$ cat config.mk
export PLATFORM = sky130hd
export DESIGN_NAME = multi_width_crc_engine
export DESIGN_NICKNAME = d
export VERILOG_FILES = /design/src/design/mwcrc_pkg.sv /design/src/design/mwcrc_cfg.sv /design/src/design/mwcrc_fold.sv /design/src/design/multi_width_crc_engine.sv
export SDC_FILE = /design/constraint.sdc
export NUM_CORES = 1
export LEC_CHECK = 0
export BUFFER_PORTS_ARGS = -buffer_cell sky130_fd_sc_hd__buf_2
export CORE_ASPECT_RATIO = 1.75
export CORE_MARGIN = 2
export CORE_UTILIZATION = 60
export DETAILED_ROUTE_END_ITERATION = 12
export PLACE_DENSITY_LB_ADDON = 0.25
export SLEW_MARGIN = 10
export SYNTH_ARGS = -nofsm -noshare
export SYNTH_HDL_FRONTEND = slang
export SYNTH_HIERARCHICAL = 1
export SYNTH_SLANG_ARGS = --single-unit
$ cat constraint.sdc
create_clock -name clk -period 13.5 [get_ports clk]
set_clock_uncertainty 0.05 [all_clocks]
set_input_delay 1.35 -clock clk [delete_from_list [all_inputs] [get_ports clk]]
set_output_delay 1.35 -clock clk [all_outputs]
set_load 0.05 [all_outputs]
$ cat src/design/mwcrc_pkg.sv
// shared types and constants of the multi-width crc engine
// used by mwcrc_cfg, mwcrc_fold and multi_width_crc_engine
`timescale 1ns / 1ps
`default_nettype none

package mwcrc_pkg;

    typedef enum logic [1:0] {
        MODE_CRC8  = 2'd0,
        MODE_CRC16 = 2'd1,
        MODE_CRC32 = 2'd2,
        MODE_CRC64 = 2'd3
    } crc_mode_t;

    typedef enum logic [1:0] {
        REG_CRC_MODE = 2'd0,
        REG_POLY     = 2'd1,
        REG_INIT     = 2'd2,
        REG_XOROUT   = 2'd3
    } cfg_reg_t;

    typedef struct packed {
        crc_mode_t   mode;
        logic [31:0] poly;
        logic [31:0] init;
        logic [31:0] xorout;
    } cfg_t;

    localparam int CfgIndexWidth = 2;
    localparam int CfgDataWidth  = 32;

    localparam logic [7:0]  Poly8        = 8'h07;
    localparam logic [15:0] Poly16       = 16'h1021;
    localparam logic [63:0] Poly64       = 64'h42F0_E1EB_A9EA_3693;
    localparam logic [15:0] Init16       = 16'hFFFF;
    localparam logic [63:0] Init64       = 64'hFFFF_FFFF_FFFF_FFFF;
    localparam logic [31:0] ResetPoly32  = 32'h04C1_1DB7;
    localparam logic [31:0] ResetInit32  = 32'hFFFF_FFFF;
    localparam logic [31:0] ResetXor32   = 32'hFFFF_FFFF;
    localparam crc_mode_t   ResetMode    = MODE_CRC32;

endpackage

`default_nettype wire

$ cat src/design/mwcrc_cfg.sv
// configuration registers: mode, crc-32 polynomial, start value and final xor
// depends on mwcrc_pkg
`timescale 1ns / 1ps
`default_nettype none

module mwcrc_cfg (
    input  wire logic                                  clk,
    input  wire logic                                  rst_n,
    input  wire logic                                  cfg_write_en,
    input  wire logic [mwcrc_pkg::CfgIndexWidth-1:0]   cfg_index,
    input  wire logic [mwcrc_pkg::CfgDataWidth-1:0]    cfg_data,
    output mwcrc_pkg::cfg_t                            cfg
);

    mwcrc_pkg::cfg_t cfg_reg;
    mwcrc_pkg::cfg_t cfg_next;

    always_comb
    begin
        cfg_next = cfg_reg;
        if (cfg_write_en)
        begin
            unique case (mwcrc_pkg::cfg_reg_t'(cfg_index))
                mwcrc_pkg::REG_CRC_MODE: cfg_next.mode   = mwcrc_pkg::crc_mode_t'(cfg_data[1:0]);
                mwcrc_pkg::REG_POLY:     cfg_next.poly   = cfg_data;
                mwcrc_pkg::REG_INIT:     cfg_next.init   = cfg_data;
                mwcrc_pkg::REG_XOROUT:   cfg_next.xorout = cfg_data;
            endcase
        end
    end

    always_ff @(posedge clk or negedge rst_n)
    begin
        if (!rst_n)
        begin
            cfg_reg.mode   <= mwcrc_pkg::ResetMode;
            cfg_reg.poly   <= mwcrc_pkg::ResetPoly32;
            cfg_reg.init   <= mwcrc_pkg::ResetInit32;
            cfg_reg.xorout <= mwcrc_pkg::ResetXor32;
        end
        else
        begin
            cfg_reg <= cfg_next;
        end
    end

    assign cfg = cfg_reg;

endmodule

`default_nettype wire

$ cat src/design/mwcrc_fold.sv
// one-byte fold: picks start value, runs eight shift-xor steps for the mode,
// applies the final xor in crc-32 mode; depends on mwcrc_pkg
`timescale 1ns / 1ps
`default_nettype none

module mwcrc_fold (
    input  mwcrc_pkg::cfg_t   cfg,
    input  wire logic [63:0]  rem_in,
    input  wire logic [7:0]   data_byte,
    input  wire logic         first_byte,
    output logic [63:0]       rem_out,
    output logic [63:0]       crc_out
);

    function automatic logic [7:0] fold8(input logic [7:0] r_in, input logic [7:0] d);
        logic [7:0] r;
        r = r_in ^ d;
        for (int k = 0; k < 8; k++)
        begin
            r = r[7] ? ({r[6:0], 1'b0} ^ mwcrc_pkg::Poly8) : {r[6:0], 1'b0};
        end
        return r;
    endfunction

    function automatic logic [15:0] fold16(input logic [15:0] r_in, input logic [7:0] d);
        logic [15:0] r;
        r = r_in ^ {d, 8'h00};
        for (int k = 0; k < 8; k++)
        begin
            r = r[15] ? ({r[14:0], 1'b0} ^ mwcrc_pkg::Poly16) : {r[14:0], 1'b0};
        end
        return r;
    endfunction

    function automatic logic [31:0] fold32(input logic [31:0] r_in, input logic [7:0] d,
                                           input logic [31:0] poly);
        logic [31:0] r;
        r = r_in ^ {24'h0, d};
        for (int k = 0; k < 8; k++)
        begin
            r = r[0] ? ({1'b0, r[31:1]} ^ poly) : {1'b0, r[31:1]};
        end
        return r;
    endfunction

    function automatic logic [63:0] fold64(input logic [63:0] r_in, input logic [7:0] d);
        logic [63:0] r;
        r = r_in ^ {56'h0, d};
        for (int k = 0; k < 8; k++)
        begin
            r = r[0] ? ({1'b0, r[63:1]} ^ mwcrc_pkg::Poly64) : {1'b0, r[63:1]};
        end
        return r;
    endfunction

    logic [63:0] start;

    always_comb
    begin
        start   = rem_in;
        rem_out = '0;
        crc_out = '0;
        unique case (cfg.mode)
            mwcrc_pkg::MODE_CRC8:
            begin
                if (first_byte)
                begin
                    start = '0;
                end
                rem_out = {56'h0, fold8(start[7:0], data_byte)};
                crc_out = rem_out;
            end
            mwcrc_pkg::MODE_CRC16:
            begin
                if (first_byte)
                begin
                    start = {48'h0, mwcrc_pkg::Init16};
                end
                rem_out = {48'h0, fold16(start[15:0], data_byte)};
                crc_out = rem_out;
            end
            mwcrc_pkg::MODE_CRC32:
            begin
                if (first_byte)
                begin
                    start = {32'h0, cfg.init};
                end
                rem_out = {32'h0, fold32(start[31:0], data_byte, cfg.poly)};
                crc_out = rem_out ^ {32'h0, cfg.xorout};
            end
            mwcrc_pkg::MODE_CRC64:
            begin
                if (first_byte)
                begin
                    start = mwcrc_pkg::Init64;
                end
                rem_out = fold64(start, data_byte);
                crc_out = rem_out;
            end
        endcase
    end

endmodule

`default_nettype wire

$ cat src/design/multi_width_crc_engine.sv
// top level: input register, byte fold, running remainder, result register
// depends on mwcrc_pkg, mwcrc_cfg, mwcrc_fold
// the fold between the input register and the remainder/result registers
// carries each byte; throughput: one byte per cycle unless a last byte
// waits on a full, stalled result slot, which holds the input register
// reset: clears valids and the remainder, loads register defaults
`timescale 1ns / 1ps
`default_nettype none

module multi_width_crc_engine (
    input  wire logic                                  clk,
    input  wire logic                                  rst_n,
    input  wire logic                                  in_valid,
    output logic                                       in_stall,
    input  wire logic [7:0]                            data_byte,
    input  wire logic                                  first_byte,
    input  wire logic                                  last_byte,
    output logic                                       out_valid,
    input  wire logic                                  out_stall,
    output logic [63:0]                                crc_value,
    input  wire logic                                  cfg_write_en,
    input  wire logic [mwcrc_pkg::CfgIndexWidth-1:0]   cfg_index,
    input  wire logic [mwcrc_pkg::CfgDataWidth-1:0]    cfg_data
);

    mwcrc_pkg::cfg_t cfg;

    logic        s1_valid_reg;
    logic        s1_valid_next;
    logic [7:0]  s1_data_reg;
    logic        s1_first_reg;
    logic        s1_last_reg;
    logic        s1_move;
    logic        in_fire;

    logic [63:0] rem_reg;
    logic [63:0] rem_next;
    logic [63:0] crc_out;

    logic        out_valid_reg;
    logic        out_valid_next;
    logic [63:0] crc_reg;

    mwcrc_cfg u_cfg (
        .clk          (clk),
        .rst_n        (rst_n),
        .cfg_write_en (cfg_write_en),
        .cfg_index    (cfg_index),
        .cfg_data     (cfg_data),
        .cfg          (cfg)
    );

    mwcrc_fold u_fold (
        .cfg        (cfg),
        .rem_in     (rem_reg),
        .data_byte  (s1_data_reg),
        .first_byte (s1_first_reg),
        .rem_out    (rem_next),
        .crc_out    (crc_out)
    );

    // a last byte needs a free result slot
    assign s1_move  = s1_valid_reg && (!s1_last_reg || !out_valid_reg || !out_stall);
    assign in_stall = s1_valid_reg && !s1_move;
    assign in_fire  = in_valid && !in_stall;

    always_comb
    begin
        s1_valid_next = s1_valid_reg;
        if (!in_stall)
        begin
            s1_valid_next = in_valid;
        end
        out_valid_next = out_valid_reg;
        if (s1_move && s1_last_reg)
        begin
            out_valid_next = 1'b1;
        end
        else if (!out_stall)
        begin
            out_valid_next = 1'b0;
        end
    end

    always_ff @(posedge clk or negedge rst_n)
    begin
        if (!rst_n)
        begin
            s1_valid_reg  <= 1'b0;
            out_valid_reg <= 1'b0;
            rem_reg       <= '0;
        end
        else
        begin
            s1_valid_reg  <= s1_valid_next;
            out_valid_reg <= out_valid_next;
            if (s1_move)
            begin
                rem_reg <= rem_next;
            end
        end
    end

    always_ff @(posedge clk)
    begin
        if (in_fire)
        begin
            s1_data_reg  <= data_byte;
            s1_first_reg <= first_byte;
            s1_last_reg  <= last_byte;
        end
        if (s1_move && s1_last_reg)
        begin
            crc_reg <= crc_out;
        end
    end

    assign out_valid = out_valid_reg;
    assign crc_value = crc_reg;

    // stall only when a last byte waits on a full result slot
    assert property (@(posedge clk) disable iff (!rst_n)
        in_stall |-> (s1_valid_reg && s1_last_reg && out_valid_reg && out_stall))
        else $error("input stalled without a blocked last byte");

    // a folded last byte always lands in the result register
    assert property (@(posedge clk) disable iff (!rst_n)
        (s1_move && s1_last_reg) |=> out_valid_reg)
        else $error("last byte folded but no result presented");

    // a result only appears after a last byte was folded
    assert property (@(posedge clk) disable iff (!rst_n)
        $rose(out_valid_reg) |-> $past(s1_valid_reg && s1_last_reg))
        else $error("result presented without a last byte");

endmodule

`default_nettype wire

==> reports/results.ini, run 1 <==
[clock_tree]
cts_buffer_depth = 3
cts.sinks = 238
cts_buffers = 24
h-tree-depth = 1
insertion_delay_ns = 0.56
cts_tree = done
cts.clk_slew.worst_paths_ns = 0.07
postCtsSetupRepairBufs = 0
cts_root_buf = clkbuf_16
hold_buffers = 0
cts_resized = 0

[drt]
drt-initial-drc-count = 1232
via_per_inst = 6.26
drc = 0
drt-wirelength-per-cell_um = 23.0
ant_nets = 0
drtPass1Iterations = 6
vias = 14531
routed_wl_um = 53400

[cells_and_area]
regArea_sq_um = 6430
multi_input_area_sq_um = 11300
fill_cells = 2527
largest_register_ffs = 98
area_growth_pct = 5.40
nNetsFinal = 1963
insertedDiodeCount = 0
layout.cells.non_filler = 2323
drive_gt1_share_pct = 23.4

[timing]
finalHoldViolations = 0
finalCritPeriodShare_pct = 50.2
timing.fmax_mhz = 147
holdWs_ns = 0.472
finalSetupTns_ns = 0
final-setup-viol-count = 0
layout_setup_ws_ns = 6.72
fin_crit_ns = 6.78
slew_headroom_pct = 18.7
worst_pin_slew_ns = 1.21
slew_viol_final = 0
rsz0062_at_grt = no

[floorplanning]
die_h_um = 238
fp-row-count = 85
start_util_pct = 61.1
die-area_sq_um = 32900
core_area_sq_um = 30800
die_w_um = 138
io-pin-count = 115

[synthesis]
ys_top_cells_by_count = xnor2_1, nand2_1, nor2_1
yosysMostFrequentCell = xnor2_1
synth_seq_cells = 238
ys.flop_type = dfrtp_1
netlist.area_leader.share_pct = 15.8
yosysUniqueCellTypes = 79
syn_avg_cell_area_sq_um = 9.70
syn-cell-area_sq_um = 18800
netlist_instances = 1941
ys_seq_area_share_pct = 34.1
async_reset_ff_share_pct = 68.9
synth_edf_count = 74
synthTopCellsByArea = xnor2_1, edfxtp_1, dfrtp_1, dfstp_2, nand2_1
yosysTopAreaCell = xnor2_1
yosysWarnings = 6

[place]
io_buffers = 114
dp_slack_ns = 6.79
place.gp.congestion = 0.954
place_inst = 2279
hpwl_um = 35500

[grt]
grt_pass1_wl_um = 82700
grt_overflow_total = 0
grtUsageMet3_pct = 4.40
grt_use_met1_pct = 41.5
use_met2_pct = 54.4
grt_pass1_vias = 14486
busiest_layer = met2
grt_max_degree = 117
antenna_found_initial = 0
grt.total_usage_pct = 32.7

[critical_path]
cp_slowest_cell = xor2_4
crit_chain = buf_4 -> mux2i_4 -> xnor2_2 -> nand3_1 -> and4_1 -> nor2_4 -> mux2i_1 -> o32a_4 -> nand2_1 -> xor2_4 -> nand2_1 -> xnor3_1 -> and3_1 -> a2111oi_0 -> o221ai_1
max_stage_delay_ns = 0.86
cp_common_cell = nand2_1
crit_start = s1_first_reg$_DFFE_PP_
cp.required_ns = 13.67
end_kind = flip-flop
r2r_start = s1_first_reg$_DFFE_PP_
crit_type = reg2reg
startpoint_type = flip-flop
arrival_ns = 6.95
cp_max_fo = 55

[flow_run]
cap_violations = 0

[outcome]
status = complete, no violations

[hold_path]
min_from = rem_reg[40]$_DFFE_PN0P_
hold_path.class = reg2reg

==> cell type report <==
type	count	area share, %
multi-input cells	1501	57.1
flip-flops and latches	238	32.4
repair buffers	138	3.81
clock buffers	36	3.57
well taps	391	2.46
clock inverters	8	0.485
inverters	11	0.208
==> routing by layer <==
layer | routed length (um) | up-vias
li1 | - | 6499
met1 | 20800 | 7176
met2 | 26400 | 659
met3 | 3310 | 197
met4 | 2950 | 0
met5 | 0 | -
==> metrics by stage <==
stage | util (%) | area [sq um]
2_1_floorplan | - | 18800
3_3_place_gp | 61.8 | 19000
3_5_place_dp | 61.8 | 19000
4_1_cts | 64.4 | 19900
5_1_grt | 64.4 | 19900
6_report | 64.4 | 19900
==> critical path, delay by kind of cell, from the launching register on <==
| kind | cells | cell delay, ns |
|---|---|---|
| simple gates | 6 | 1.95 |
| xor+xnor | 3 | 1.86 |
| compound gates | 3 | 1.18 |
| buf+inv | 1 | 0.64 |
| mux | 2 | 0.37 |
| flops | 1 | 0.32 |
==> cells by family (layout without fill, tap and decap cells) <==
logic type	after synthesis	count (layout)	share of synthesized area, %
AO/OA/AOI/OAI	250	250	10.7
XOR/XNOR	473	473	25.5
buffers and inverters	203	193	6.13
flip-flops	238	238	34.1
multiplexers	137	137	8.07
other	1	2	0.0199
AND/OR/NAND/NOR	639	639	15.5
==> path summary, 6_finish.rpt <==
kind                                       endpoint  slack, ns  depth (start not counted)
setup / recovery             crc_value[6]$_DFFE_PP_       6.72                         15
hold / removal              rem_reg[40]$_DFFE_PN0P_       0.47                          2
setup reg to reg             crc_value[6]$_DFFE_PP_       6.72                         15
hold reg to reg             rem_reg[40]$_DFFE_PN0P_       0.47                          2
max in group asynchronous   rem_reg[24]$_DFFE_PN0P_      11.06                          2
min in group asynchronous  s1_valid_reg$_DFFE_PN0N_       0.83                          1
==> placed cells by master (no fill, tap or decap), drive strengths merged, types with 30 or more instances in the layout <==
cell type,synthesis,routed
nor2,126,126
xnor3,37,37
edfxtp,74,74
mux2,99,99
nand4,68,68
xnor2,355,355
nand2b,68,68
o21ai,58,58
dfstp,79,79
nand2,316,316
o211ai,68,68
clkbuf,72,36
a21oi,30,30
dfrtp,85,85
mux2i,38,38
xor2,79,79
buf,120,138
Power of run 1 is not shown: default switching activity piles up to over one toggle a cycle in this logic, so the estimate is an artifact.
==> run 2, diff against run 1 <==
clock period = 6.4 ns   (was 13.5 ns; I/O delays follow)
==> run 2 against run 1 <==
Compared with the run above:
- non-clock buffer count up 22
- clock-buffer cell count down 6
- worst hold slack worse by 0.25 ns
- sequential cell count unchanged
- final cell count up 1.0%
- critical path depth up 1
- first-iteration DRC count up 14%
- register-to-register slack worse by 6.0 ns
- highest routed layer unchanged
- via count up 1.2%
==> reports/results.ini, run 2 (synthesis gave the netlist of run 1 again) <==
[place]
place.gp.congestion = 0.922  ; -3.4%
postPlaceCellArea_sq_um = 19200  ; +0.83%
hpwl_um = 37200  ; +4.9%
io_buffers = 114  ; unchanged
place_inst = 2300  ; +0.92%

[timing]
finalSetupTns_ns = 0  ; unchanged
fin_crit_ns = 5.71  ; -1.07 ns
slew_viol_final = 0  ; unchanged
rsz0062_at_grt = no
slew_headroom_pct = 18.5  ; -0.27 points
finalHoldViolations = 0  ; unchanged
finalCritPeriodShare_pct = 89.3  ; +39 points
final-setup-viol-count = 0  ; unchanged
worst_pin_slew_ns = 1.22  ; +0.00853 ns
timing.fmax_mhz = 175  ; +19%
holdWs_ns = 0.218  ; -0.254 ns

[clock_tree]
cts_tree = done
h-tree-depth = 1  ; unchanged
cts.sinks = 238  ; unchanged
postCtsSetupRepairBufs = 0  ; unchanged
insertion_delay_ns = 0.58  ; +0.02 ns
cts.clk_slew.worst_paths_ns = 0.07  ; about the same
cts_root_buf = clkbuf_16
cts_buffers = 25  ; +4.2%
cts_buffer_depth = 3  ; unchanged

[grt]
grt_overflow_total = 0  ; unchanged
grt.total_usage_pct = 33.4  ; +0.63 points
grt_pass1_vias = 14704  ; +1.5%
grt_pass1_wl_um = 83900  ; +1.5%
antenna_found_initial = 0  ; unchanged
grt_max_degree = 129  ; +10%

[cells_and_area]
fill_cells = 2549  ; +0.87%
nNetsFinal = 1986  ; +1.2%
insertedDiodeCount = 0  ; unchanged
drive_gt1_share_pct = 24.3  ; +0.84 points
layout.cells.non_filler = 2347  ; +1.0%
fin_area_sq_um = 20000  ; +0.76%
layout_commonest_cell = xnor2_1
area_growth_pct = 6.20
final_cell_mix = xnor2_1, nand2_1, nor2_1, buf_2, mux2_2
largest_register_ffs = 98  ; unchanged

[drt]
ant_nets = 0  ; unchanged
vias = 14704  ; +1.2%
drtPass1Iterations = 5  ; -1
drc = 0  ; unchanged
drt-initial-drc-count = 1403  ; +14%
routed_wl_um = 54300  ; +1.7%
drt-wirelength-per-cell_um = 23.1  ; +0.70%
via_per_inst = 6.27  ; +0.16%

[critical_path]
regToRegSetupSlack_ns = 0.69  ; -6.03 ns
r2r_start = s1_first_reg$_DFFE_PP_
arrival_ns = 6.03  ; -0.92 ns
crit_type = reg2reg
max_stage_delay_ns = 0.67  ; -0.19 ns
cp_slowest_cell = xnor2_2
cp.required_ns = 6.72  ; -6.95 ns
end_kind = flip-flop
startpoint_type = flip-flop
worst_r2r_path_depth = 16  ; +1
cp_max_fo = 16  ; -71%
crit_chain = mux2i_4 -> xnor2_2 -> nand3_1 -> nand4_1 -> nand2_1 -> o41ai_1 -> o32a_4 -> a221oi_4 -> nor3_2 -> buf_4 -> or2_1 -> buf_4 -> nand2_1 -> xnor2_1 -> xnor3_1 -> o21ai_1
reg2reg_to = crc_value[24]$_DFFE_PP_

[hold_path]
min_from = data_byte[5]
hold_path.class = in2reg
min_to = s1_data_reg[5]$_DFFE_PP_
hold_depth = 1  ; -1

[floorplanning]
core_area_sq_um = 30800  ; unchanged
die-area_sq_um = 32900  ; unchanged
io-pin-count = 115  ; unchanged
fp-row-count = 85  ; unchanged
die_h_um = 238  ; unchanged
die_w_um = 138  ; unchanged
start_util_pct = 61.1  ; unchanged

[outcome]
status = complete, no violations

[flow_run]
cap_violations = 0  ; unchanged

-- run 2: changes by cell type in the layout (fill, tap and decap cells not counted), sizes merged --
cell         previous run  this run
dlygate4sd3             0         1
buf                   138       159
clkinv                  3        13
clkbuf                 36        30
inv                    14        12
-- run 2: what timing repair did --
action	4_1_cts	5_1_grt
hold endpoints to repair	6	0
hold buffers	1	0
resized for setup	0	0
-- run 2: worst max-delay path by stage --
stage                                start                 endpoint  slack (ns)  cells after the start
global placement    s1_first_reg$_DFFE_PP_   rem_reg[4]$_DFFE_PN0P_        0.94                     15
floorplan                        out_stall   crc_value[0]$_DFFE_PP_        1.74                      3
CTS                 s1_first_reg$_DFFE_PP_  crc_value[24]$_DFFE_PP_        0.82                     16
detailed placement  s1_first_reg$_DFFE_PP_  crc_value[24]$_DFFE_PP_        0.80                     16
finish              s1_first_reg$_DFFE_PP_  crc_value[24]$_DFFE_PP_        0.69                     16
global route        s1_first_reg$_DFFE_PP_   rem_reg[4]$_DFFE_PN0P_        0.38                     15
-- run 2: area by class of cell --
class	instances	area [sq um]	area share (%)
multi-input combinational	1501	11300	56.6
sequential	238	6430	32.1
timing repair buffer	160	937	4.69
clock buffer	30	654	3.27
tap	391	489	2.45
clock inverter	16	131	0.657
inverter	11	41.3	0.206
-- run 2: worst max-delay path, delay by kind of cell, from the launching register on --
family / cells / cell delay, ns
and+or+nand+nor: 6 / 1.58
xor gates and xnor gates: 3 / 1.36
AOI/OAI and AO/OA: 4 / 1.26
buffers and inverters: 2 / 0.53
DFF: 1 / 0.50
muxes: 1 / 0.25
-- run 2: per-stage QoR --
| step | setup slack (ns) | utilization [%] |
|---|---|---|
| 6_report | 0.686 | 64.8 |
| 3_3_place_gp | 0.937 | 62.3 |
| 2_1_floorplan | 1.74 | - |
| 5_1_grt | 0.383 | 64.8 |
| 3_5_place_dp | 0.799 | 62.3 |
| 4_1_cts | 0.820 | 64.8 |
-- run 2: layer usage --
metal  vias up  GRT usage (%)  share of wire (%)
li1       6539              -                  -
met1      7250           41.6                 38
met2       713           55.0                 49
met3       202           4.29                6.8
met4         0           19.4                6.5
met5         -              0                  0
Power of run 2 is left out for the same reason.
==> run 3, diff against run 2 <==
CORE_MARGIN = default   (was 2)
==> run 3 against run 2 <==
Compared with the run above:
- worst hold slack got worse by 0.16 ns
- sequential cell count unchanged
- critical path depth decreased by 1
- sequential share of layout area increased by 0.093 points
- first-iteration DRC count decreased by 16%
- utilization decreased by 0.19 points
- register-to-register slack got worse by 0.28 ns
- final cell count decreased by 0.47%
- global-route usage about the same
- setup slack got worse by 0.28 ns
- critical endpoint is now crc_value[6]$_DFFE_PP_
==> reports/results.ini, run 3 (synthesis gave the netlist of run 1 again) <==
[drt]
drt-wirelength-per-cell_um = 22.7  ; -2.0%
routed_wl_um = 53000  ; -2.5%
vias = 14426  ; -1.9%
drt-initial-drc-count = 1174  ; -16%
drtPass1Iterations = 6  ; +1
drc = 0  ; unchanged
ant_nets = 0  ; unchanged
via_per_inst = 6.18  ; -1.4%

[critical_path]
cp_max_fo = 17  ; +1
cp_slowest_cell = nor3_2
cp.required_ns = 6.61  ; -0.11 ns
end_kind = flip-flop
arrival_ns = 6.20  ; +0.17 ns
cp.depth = 15  ; -1
startpoint_type = flip-flop
crit_type = reg2reg
max_stage_delay_ns = 0.70  ; +0.03 ns
cp_common_cell = xor2_1
crit_buf_inv = 1  ; -1
crit_chain = mux2i_4 -> xnor2_2 -> o21ai_0 -> a22o_1 -> xor2_1 -> buf_4 -> mux2i_1 -> xor2_1 -> a31o_2 -> nor3_2 -> o21a_1 -> xnor3_1 -> and3_1 -> a2111oi_0 -> o221ai_1
crit_start = s1_first_reg$_DFFE_PP_
r2r_start = s1_first_reg$_DFFE_PP_
worst_r2r_path_depth = 15  ; -1
crit_family = compound AO/OA/AOI/OAI gates

[clock_tree]
cts_buffer_depth = 3  ; unchanged
cts_root_buf = clkbuf_16
hold_buffers = 0  ; -1
h-tree-depth = 1  ; unchanged
cts_tree = done
insertion_delay_ns = 0.55  ; -0.03 ns
postCtsSetupRepairBufs = 0  ; unchanged
cts_buffers = 24  ; -4.0%
cts.sinks = 238  ; unchanged
cts_resized = 0  ; unchanged
cts.clk_slew.worst_paths_ns = 0.07  ; about the same

[floorplanning]
die-area_sq_um = 32100  ; -2.3%
core_area_sq_um = 30800  ; unchanged
die_w_um = 136  ; -1.5%
fp-row-count = 85  ; unchanged
start_util_pct = 61.1  ; unchanged
die_h_um = 236  ; -0.84%
io-pin-count = 115  ; unchanged

[timing]
holdWs_ns = 0.0612  ; -0.156 ns
final-setup-viol-count = 0  ; unchanged
fin_crit_ns = 5.99  ; +0.281 ns
slew_viol_final = 0  ; unchanged
finalHoldViolations = 0  ; unchanged
slew_headroom_pct = 18.3  ; -0.18 points
rsz0062_at_grt = no
finalCritPeriodShare_pct = 93.7  ; +4.4 points
worst_pin_slew_ns = 1.22  ; -0.00183 ns
finalSetupTns_ns = 0  ; unchanged
timing.fmax_mhz = 167  ; -4.7%

[hold_path]
hold_path.class = in2async

[grt]
grt.total_usage_pct = 33.4  ; about the same
antenna_found_initial = 0  ; unchanged
grt_overflow_total = 0  ; unchanged
grt_max_degree = 115  ; -11%
grt_pass1_wl_um = 81900  ; -2.4%
grt_pass1_vias = 14380  ; -2.2%

[cells_and_area]
nNetsFinal = 1976  ; -0.50%
regArea_sq_um = 6430  ; unchanged
layout_commonest_cell = xnor2_1
multi_input_area_sq_um = 11300  ; about the same
final_cell_mix = xnor2_1, nand2_1, nor2_1, buf_2, mux2_2
drive_gt1_share_pct = 24.1  ; -0.22 points
largest_register_ffs = 98  ; unchanged
insertedDiodeCount = 0  ; unchanged
area_growth_pct = 5.89
fill_cells = 2586  ; +1.5%

[outcome]
status = complete, no violations

[place]
hpwl_um = 36200  ; -2.9%
io_buffers = 114  ; unchanged
place.gp.congestion = 0.903  ; -2.1%

[flow_run]
cap_violations = 0  ; unchanged

run 3: changes by cell type in the layout (fill, tap and decap cells not counted):
cell,delta
clkbuf_8,+1
clkinv_4,-2
clkinv_1,-5
bufinv_16,+1
clkinv_8,-1
nor2_1,-1
nor2_2,+1
clkinvlp_4,+1
clkbuf_1,+3
dlygate4sd3_1,-1
buf_4,-8
run 3: area by class of cell:
type	count	area share [%]
clock buffer	34	3.41
sequential	238	32.2
inverter	11	0.207
multi-input combinational	1501	56.8
clock inverter	10	0.583
tap	391	2.45
timing repair buffer	151	4.35
run 3: stage by stage:
stage | area [sq um] | instances | worst slack, ns | utilization [%]
after global placement | 19100 | 2292 | 0.699 | 62.1
after detailed placement | 19100 | 2292 | 0.532 | 62.1
final | 19900 | 2336 | 0.406 | 64.7
after CTS | 19900 | 2336 | 0.489 | 64.7
after global routing | 19900 | 2336 | 0.0704 | 64.7
after floorplan | 18800 | 1942 | 1.74 | -
run 3: per-layer routing:
layer	GRT usage, %	wire length [um]	part of all wire [%]
met1	41.5	20800	39
met5	0	0	0
met2	55.7	26300	50
met3	3.89	3030	5.7
met4	18.5	2900	5.5
run 3: path summary, 6_finish.rpt:
check	endpoint	slack, ns
worst max-delay path	crc_value[6]$_DFFE_PP_	0.41
worst min register to register	rem_reg[61]$_DFFE_PN0P_	0.48
max in group asynchronous	s1_valid_reg$_DFFE_PN0N_	4.78
min in group clk	s1_data_reg[4]$_DFFE_PP_	0.22
worst max register to register	crc_value[6]$_DFFE_PP_	0.41
worst min-delay path	u_cfg/cfg[67]$_DFFE_PN0P_	0.06
Power of run 3 is left out for the same reason.
